--- config.mk ---
export PLATFORM = sky130hd
export DESIGN_NAME = bsc_classify
export DESIGN_NICKNAME = d
export VERILOG_FILES = /design/src/hdl/bsc_pkg.sv /design/src/hdl/bsc_classify.sv
export SDC_FILE = /design/constraint.sdc
export NUM_CORES = 1
export LEC_CHECK = 0
export ABC_CLOCK_PERIOD_IN_PS = 9400
export BUFFER_PORTS_ARGS = -buffer_cell sky130_fd_sc_hd__buf_2
export CAP_MARGIN = 20
export CORE_MARGIN = 2
export CORE_UTILIZATION = 40
export DETAILED_ROUTE_END_ITERATION = 8
export MAX_ROUTING_LAYER = met4
export PLACE_DENSITY = 0.73
export SLEW_MARGIN = 10
export SYNTH_ARGS = -nofsm -noshare
export SYNTH_HDL_FRONTEND = slang
export SYNTH_SLANG_ARGS = --single-unit
--- constraint.sdc ---
create_clock -name clk -period 9.4 [get_ports clk]
set_input_delay 1.88 -clock clk [delete_from_list [all_inputs] [get_ports clk]]
set_output_delay 1.88 -clock clk [all_outputs]
set_load 0.05 [all_outputs]
--- src/hdl/bsc_pkg.sv ---
`timescale 1ns / 1ps
// ----------------------------------------------------------------------------
// bsc_pkg
// Shared types and constants of the binary stripe code decoder.
// ----------------------------------------------------------------------------
package bsc_pkg;

  localparam int DEF_IMAGE_WIDTH  = 640;
  localparam int DEF_IMAGE_HEIGHT = 480;
  localparam int DEF_CODE_BITS    = 8;

  localparam int TH_W       = 11;
  localparam int CFG_IDX_W  = 2;
  localparam int PX_W       = 10;
  localparam int PY_W       = 9;
  localparam int CHAN_W     = 8;
  localparam int COLUMN_W   = 8;
  localparam int CAM_W      = 10;
  localparam int CMP_W      = 16;

  localparam logic signed [TH_W-1:0] DARK_RESET  = -11'sd50;
  localparam logic signed [TH_W-1:0] LIGHT_RESET = 11'sd50;

  localparam logic [CFG_IDX_W-1:0] REG_DARK  = 2'd0;
  localparam logic [CFG_IDX_W-1:0] REG_LIGHT = 2'd1;

  typedef enum logic [1:0] {
    ACT_CLEAR = 2'd0,
    ACT_ACCUM = 2'd1,
    ACT_QUERY = 2'd2,
    ACT_NOP   = 2'd3
  } action_t;

  typedef enum logic [1:0] {
    PC_ZERO   = 2'd0,
    PC_ONE    = 2'd1,
    PC_UNSURE = 2'd2,
    PC_NONE   = 2'd3
  } pixel_class_t;

  typedef enum logic [2:0] {
    ST_CLEAR,
    ST_IDLE,
    ST_DECODE,
    ST_ACC_READ,
    ST_ACC_WRITE,
    ST_SCAN,
    ST_EMIT
  } state_t;

endpackage

--- src/hdl/bsc_classify.sv ---
`timescale 1ns / 1ps
// ----------------------------------------------------------------------------
// bsc_classify
// Sums both captures, takes their difference and classifies it, registered.
// ----------------------------------------------------------------------------
module bsc_classify import bsc_pkg::*; (
  input  logic                   clk,
  input  logic [CHAN_W-1:0]      pos_blue,
  input  logic [CHAN_W-1:0]      pos_green,
  input  logic [CHAN_W-1:0]      pos_red,
  input  logic [CHAN_W-1:0]      neg_blue,
  input  logic [CHAN_W-1:0]      neg_green,
  input  logic [CHAN_W-1:0]      neg_red,
  input  logic signed [TH_W-1:0] dark_threshold,
  input  logic signed [TH_W-1:0] light_threshold,
  output pixel_class_t           pixel_class
);

  logic [TH_W-2:0]        pos_sum;
  logic [TH_W-2:0]        neg_sum;
  logic signed [TH_W-1:0] diff;
  pixel_class_t           cls;

  always_comb begin
    pos_sum = (TH_W-1)'(pos_blue) + (TH_W-1)'(pos_green) + (TH_W-1)'(pos_red);
    neg_sum = (TH_W-1)'(neg_blue) + (TH_W-1)'(neg_green) + (TH_W-1)'(neg_red);
    // Both sums stay below 766, so the difference fits the threshold width.
    diff = $signed({1'b0, pos_sum}) - $signed({1'b0, neg_sum});
    if (diff < dark_threshold) begin
      cls = PC_ONE;
    end else if (diff > light_threshold) begin
      cls = PC_ZERO;
    end else begin
      cls = PC_UNSURE;
    end
  end

  always_ff @(posedge clk) begin
    pixel_class <= cls;
  end

endmodule

; Word level (Yosys, flattened, before mapping)
; Index checks and enable logic that the tools add are counted.
[totals]
reg_bits = 2
inputBits = 71
[op_classes]
order_cmp = 2
mux = 1
addsub = 5
[op_table]
columns = op, n
row1 = adder 9 x 8 -> 10 bit, 2
row2 = adder 8 x 8 -> 9 bit, 2
row3 = > comparator 11 bit, 1
row4 = less-than comparator 11 bit, 1
row5 = subtractor 10 x 10 -> 11 bit, 1
row6 = two-way mux 2 bit, 1

; Longest topological paths before layout
; Gate-level depths: netlist of run 1.
[logic_depth]
depth_word = 5
depth_mapped = 19
depth_no_buf = 19

; Least setup slack after synthesis of run 1
; Ideal clock, no wire load.
[synth_timing]
path_type = input-to-reg
startpoint = input pos_green[1]
endpoint = register pixel_class[1]
setup_slack_ns = 3.603
arrival_time_ns = 5.723
required_ns = 9.326
setup_time_ns = 0.074
n_path_buf = 0
cell_stages = 17
cell_sequence = inv_1 fa_1 inv_1 fa_1 inv_1 fa_1 inv_1 ha_1 fa_1 a21oi_1 o211ai_1 o41ai_2 xnor2_1 ha_1 a2111oi_4 nand4b_1 a31oi_1
[synth_via]
elab_chain_len = 5
elab_cells_between_ends = 6
classes_between = add/sub: 3 / order compare: 2 / mux: 1
[synth_lines]
columns = element, line
row1 = start: declaration, bsc_classify.sv:9  ; input logic [CHAN_W-1:0] pos_green,
row2 = adder 8 x 8 -> 9 bit *, bsc_classify.sv:25  ; pos_sum = (TH_W-1)'(pos_blue) + (TH_W-1)'(pos_green) + (TH_W-1)'(pos_red);
row3 = adder 9 x 8 -> 10 bit *, bsc_classify.sv:25
row4 = subtractor 10 x 10 -> 11 bit *, bsc_classify.sv:28  ; diff = $signed({1'b0, pos_sum}) - $signed({1'b0, neg_sum});
row5 = > comparator 11 bit, bsc_classify.sv:31  ; end else if (diff > light_threshold) begin
row6 = two-way mux 2 bit, bsc_classify.sv:31
row7 = end signal: assignment, bsc_classify.sv:39  ; pixel_class <= cls;
row8 = end: declaration, bsc_classify.sv:16  ; output pixel_class_t pixel_class
; Mark *: on every way between the ends. The rest lies on a longest branch, timed or not.
; A chain may end at the register's enable or synchronous reset.

; Worst setup path after layout of run 1
; Ends and elaborated chain as after synthesis.

==> impl_metrics.json, run 1 <==
{
  "drc_errors": 0,
  "cts_tree": "built",
  "grt_first_pass_wirelength_um": 5885,
  "crit_arrival_ns": 6.10,
  "synthDominantCellAreaShare_pct": 34.09,
  "grt-busiest-layer": "met2",
  "dieHeight_um": 72.55,
  "hold_path.class": "primary input to register",
  "intPower_uw": 318.4,
  "first_pass_iters": 4,
  "ys_seq_area_share_pct": 2.130,
  "grt_pass1_vias": 1568,
  "top_level_ports": 73,
  "relSlewSlack_pct": 80.89,
  "whs_path_depth": 5,
  "cp-end-kind": "register",
  "largest_reg_flops": 2,
  "layout_min_cycle_time_ns": 5.965,
  "gp_congestion": 0.7982,
  "grt-ovfl-total": 0,
  "avgViaCountPerCell": 4.444,
  "wirelength_um": 3270,
  "portBuffers": 72,
  "fmax_mhz": 167.6,
  "antenna_found_initial": 0,
  "grtUsageTotal_pct": 14.08,
  "period_share_pct": 63.46,
  "synth_edf_count": 0,
  "worstSetupPathType": "primary input to register",
  "syn_area_per_cell_um2": 8.066,
  "peakVddDrop_v": 0.0001229,
  "syn2layout_area_growth_pct": 24.83,
  "cp-start-kind": "primary input",
  "slowest_stage": "fa_1",
  "start_util_pct": 42.29,
  "post-cts-setup-buffers": 0,
  "rsz0062_at_grt": "no",
  "setup_viol": 0,
  "tightest_slew_ns": 0.2855,
  "multiInputGateArea_um2": 1464,
  "pwr-share-clk_pct": 5.1,
  "yosys_warnings": 0,
  "ys_ff_latch": 2,
  "whs_ns": 2.168,
  "wl_per_cell_um": 9.083,
  "p_switching_uw": 348.6,
  "netSwitchingFraction_pct": 52.27,
  "top_regs": "pixel_class (2)",
  "postCtsHoldBufs": 0,
  "top_register": "pixel_class",
  "slew_violations": 0,
  "numCtsBuffers": 3,
  "clk_pin_slew_ns": 0.03,
  "clk_path_buf_depth": 2,
  "path_cells": "buf_2 > inv_1 > fa_1 > inv_1 > fa_1 > inv_1 > fa_1 > inv_1 > ha_1 > fa_1 > a21oi_1 > o211ai_1 > o41ai_2 > xnor2_1 > ha_1 > a2111oi_4 > nand4b_1 > a31oi_1",
  "grt_use_met2_pct": 24.85,
  "cp_num_buf_inv": 5,
  "dr_total_vias": 1600,
  "htreeDepth": 1,
  "die_area_um2": 5263,
  "n_fill_cell": 444,
  "yosys_most_used_dff": "dfxtp_1",
  "pwr-share-comb_pct": 92.7,
  "synth_common_cells": "inv_1 (100), fa_1 (32), ha_1 (32), a21oi_1 (11), nor2_1 (7)",
  "p_seq_share_pct": 2.2,
  "synth_cell_types": 30,
  "critPathMaxStageDelay_ns": 0.53,
  "p_leak_uw": 0.001473,
  "layout.nets": 445,
  "met3_usage_pct": 2.500,
  "power.density_nw_per_um2": 284.3,
  "drive_gt1_share_pct": 25.32,
  "ctsResizeCount": 0,
  "ant_nets": 0,
  "crit_fanout": 2,
  "setup_tns_ns": 0,
  "ctsRootBufferMaster": "clkbuf_8",
  "path_depth": 18,
  "place_hpwl_um": 3122,
  "use_met1_pct": 17.16,
  "diodes": 0,
  "maxCapViolations": 0,
  "synth.most_common_cell": "inv_1",
  "netlist_instances": 233,
  "status": "finished, final reports clean",
  "path_delay_family": "adder cells",
  "syn_nets": 368,
  "hold_viol_final": 0,
  "cts_num_sinks": 2,
  "core_um2": 4444,
  "drt-initial-drc-count": 17,
  "die_w_um": 72.55,
  "core.rowCount": 24,
  "grt_max_degree": 6,
  "synth_async_sr_flop_share_pct": 0,
  "crit_required_ns": 9.54,
  "synth_top_area_cell": "fa_1",
  "yosys-top-cells-area": "fa_1 (34%), ha_1 (21%), inv_1 (20%), a21oi_1 (2.9%), dfxtp_1 (2.1%)",
  "syn_area_um2": 1879,
  "seq_area_um2": 40.04
}
[power by group through the flow]
stage	logic (uW)	registers [uW]	clock network [uW]
3_5_place_dp	620	14.8	0
5_1_grt	729	15.1	36.4
6_report	618	14.6	34.0
2_1_floorplan	487	28.7	0
4_1_cts	629	14.6	34.8
3_3_place_gp	607	14.7	0
[layer usage]
| metal | share of wire, % | vias to the layer above |
|---|---|---|
| li1 | - | 839 |
| met1 | 44 | 715 |
| met2 | 50 | 46 |
| met3 | 5.2 | 0 |
| met4 | 0 | 0 |
| met5 | 0 | - |
[layout make-up]
| type | instances | area share, % |
|---|---|---|
| Clock buffer | 3 | 1.760 |
| Inverter | 100 | 16.00 |
| Sequential cell | 2 | 1.707 |
| Tap cell | 52 | 2.773 |
| Timing Repair Buffer | 72 | 15.36 |
| Multi-Input combinational cell | 131 | 62.40 |
[layout by cell type (no fill, tap or decap), drive strengths merged]
cell type,synthesis,routed
a2111oi,1,1
a211o,1,1
a21o,3,3
a21oi,12,12
a31oi,1,1
and3,1,1
buf,0,72
clkbuf,0,3
dfxtp,2,2
fa,32,32
ha,32,32
inv,100,100
nand2,6,6
nand2b,1,1
nand3,5,5
nand3b,1,1
nand4,2,2
nand4b,1,1
nor2,7,7
nor2b,2,2
nor3,5,5
nor3b,1,1
o2111ai,1,1
o211ai,1,1
o21a,1,1
o21ai,5,5
o21bai,1,1
o41ai,1,1
xnor2,4,4
xor2,3,3
[final timing paths]
kind	endpoint	startpoint	slack, ns
setup / recovery	pixel_class[1]	pos_green[1]	3.43
hold / removal	pixel_class[0]	dark_threshold[0]	2.17
[per-stage QoR]
stage	utilization, %	std cells	power (uW)	area [um2]	setup WS, ns
2_1_floorplan	-	233	516.0	1879	3.603
3_3_place_gp	51.86	357	621.7	2305	3.359
3_5_place_dp	51.86	357	635.2	2305	3.247
4_1_cts	52.79	360	678.0	2346	3.414
5_1_grt	52.79	360	780.4	2346	3.167
6_report	52.79	360	667.0	2346	3.435
[kinds of logic (layout without fill, tap and decap cells)]
kind of cell	Yosys count	after routing	share of synthesized area [%]
XOR/XNOR	7	7	3.262
flip-flops	2	2	2.131
buffers and inverters	100	175	19.97
adder cells (fa/ha/maj)	64	64	55.39
AO/OA/AOI/OAI	28	28	10.72
AND/OR/NAND/NOR	32	32	8.522
Note: power is estimated with default switching activity, not from simulation.
==> inputs of run 2 (changes only) <==
--- a/config.mk
+++ b/config.mk
@@ -5,7 +5,7 @@
 export SDC_FILE = /design/constraint.sdc
 export NUM_CORES = 1
 export LEC_CHECK = 0
-export ABC_CLOCK_PERIOD_IN_PS = 9400
+export ABC_CLOCK_PERIOD_IN_PS = 5600
 export BUFFER_PORTS_ARGS = -buffer_cell sky130_fd_sc_hd__buf_2
 export CAP_MARGIN = 20
 export CORE_MARGIN = 2
==> constraint.sdc (replaced) <==
create_clock -name clk -period 5.6 [get_ports clk]
set_input_delay 1.12 -clock clk [delete_from_list [all_inputs] [get_ports clk]]
set_output_delay 1.12 -clock clk [all_outputs]
set_load 0.05 [all_outputs]
==> impl_metrics.json, run 2 (synthesis results as in run 1) <==
{
  "slowest_stage": "fa_1",
  "fmax_mhz": 192.1,
  "crit_arrival_ns": 5.34,
  "power.density_nw_per_um2": 478.5,
  "grt_first_pass_wirelength_um": 5871,
  "clk_pin_slew_ns": 0.03,
  "cts_tree": "built",
  "cp-end-kind": "register",
  "layout.nets": 445,
  "layout_min_cycle_time_ns": 5.205,
  "die_w_um": 72.55,
  "min_from": "dark_threshold[0]",
  "setup_viol": 0,
  "worstSetupPathType": "primary input to register",
  "final_cell_mix": "inv_1 (100), buf_2 (72), fa_1 (32), ha_1 (32), a21oi_1 (11)",
  "cp-start-kind": "primary input",
  "slew_violations": 0,
  "tightest_slew_ns": 0.2798,
  "ctsRootBufferMaster": "clkbuf_8",
  "hold_path.class": "primary input to register",
  "first_pass_iters": 4,
  "path_delay_family": "adder cells",
  "grt-ovfl-total": 0,
  "period_share_pct": 92.95,
  "peakVddDrop_v": 0.0001987,
  "post-cts-setup-buffers": 0,
  "place_hpwl_um": 3143,
  "wirelength_um": 3299,
  "status": "finished, final reports clean",
  "clk_path_buf_depth": 2,
  "relSlewSlack_pct": 81.15,
  "diodes": 0,
  "grt_max_degree": 6,
  "core_um2": 4444,
  "gp_congestion": 0.8078,
  "place_inst": 357,
  "core.rowCount": 24,
  "drive_gt1_share_pct": 25.32,
  "multiInputGateArea_um2": 1464,
  "path_cells": "buf_2 > inv_1 > fa_1 > inv_1 > fa_1 > inv_1 > fa_1 > inv_1 > ha_1 > fa_1 > a21oi_1 > o211ai_1 > o41ai_2 > xnor2_1 > ha_1 > a2111oi_4 > nand4b_1 > a31oi_1",
  "p_leak_uw": 0.001473,
  "crit_required_ns": 5.74,
  "antenna_found_initial": 0,
  "grt_pass1_vias": 1528,
  "numCtsBuffers": 3,
  "crit_fanout": 2,
  "postCtsHoldBufs": 0,
  "hold_path_end": "pixel_class[0]",
  "top_register": "pixel_class",
  "ant_nets": 0,
  "layout_commonest_cell": "inv_1",
  "cp_num_buf_inv": 5,
  "hold_viol_final": 0,
  "htreeDepth": 1,
  "seq_area_um2": 40.04,
  "stdcell_count": 360,
  "maxCapViolations": 0,
  "drt-initial-drc-count": 23,
  "setup_tns_ns": 0,
  "fin_util_pct": 52.79,
  "top_regs": "pixel_class (2)",
  "wl_per_cell_um": 9.164,
  "ctsResizeCount": 0,
  "cts_num_sinks": 2,
  "syn2layout_area_growth_pct": 24.83,
  "die_area_um2": 5263,
  "portBuffers": 72,
  "dr_total_vias": 1599,
  "n_fill_cell": 452,
  "dieHeight_um": 72.55,
  "rsz0062_at_grt": "no",
  "largest_reg_flops": 2,
  "whs_path_depth": 5,
  "drc_errors": 0,
  "start_util_pct": 42.29,
  "top_level_ports": 73,
  "critPathMaxStageDelay_ns": 0.53,
  "avgViaCountPerCell": 4.442,
  "grtUsageTotal_pct": 14.02
}
run 2: cell counts in the layout (fill, tap and decap cells not counted):
Identical to the previous run, type by type.
run 2: cell type report:
| cell class | instances | share of cell area (%) |
|---|---|---|
| multi-input combinational | 131 | 62.40 |
| inverter | 100 | 16.00 |
| timing repair buffer | 72 | 15.36 |
| tap | 52 | 2.773 |
| clock buffer | 3 | 1.760 |
| sequential | 2 | 1.707 |
run 2: where the power goes:
group / switching (uW) / internal, uW / total (uW) / leakage [uW]
clock network: 13.5 / 45.6 / 59.1 / 0.0000216
logic: 573 / 466 / 1040 / 0.00143
registers: 1.09 / 23.1 / 24.2 / 0.0000168
run 2: worst max path at each step:
stage / from / endpoint / slack, ns / cells past startpoint
after floorplan: pos_green[1] / pixel_class[1] / 0.56 / 17
after global placement: pos_green[1] / pixel_class[1] / 0.32 / 18
after detailed placement: pos_green[1] / pixel_class[1] / 0.19 / 18
after CTS: pos_green[1] / pixel_class[1] / 0.37 / 18
after global routing: pos_green[1] / pixel_class[1] / 0.13 / 18
final: pos_green[1] / pixel_class[1] / 0.40 / 18
run 2: routing by layer:
layer  vias to the layer above  track usage (%)  wire [um]
met4                         0            1.852         14
met1                       707            16.71       1403
met5                         -                -          0
met3                         2            1.806        185
met2                        51            25.76       1695
li1                        839                -          -
run 2: metrics by stage:
stage	worst slack, ns	hold slack, ns	cell area (um2)	power, uW
CTS	0.3697	1.409	2346	1140
finish	0.3950	1.409	2346	1122
floorplan	0.5630	1.447	1879	866.2
global placement	0.3193	1.590	2305	1044
global route	0.1289	1.451	2346	1301
detailed placement	0.1922	1.588	2305	1066
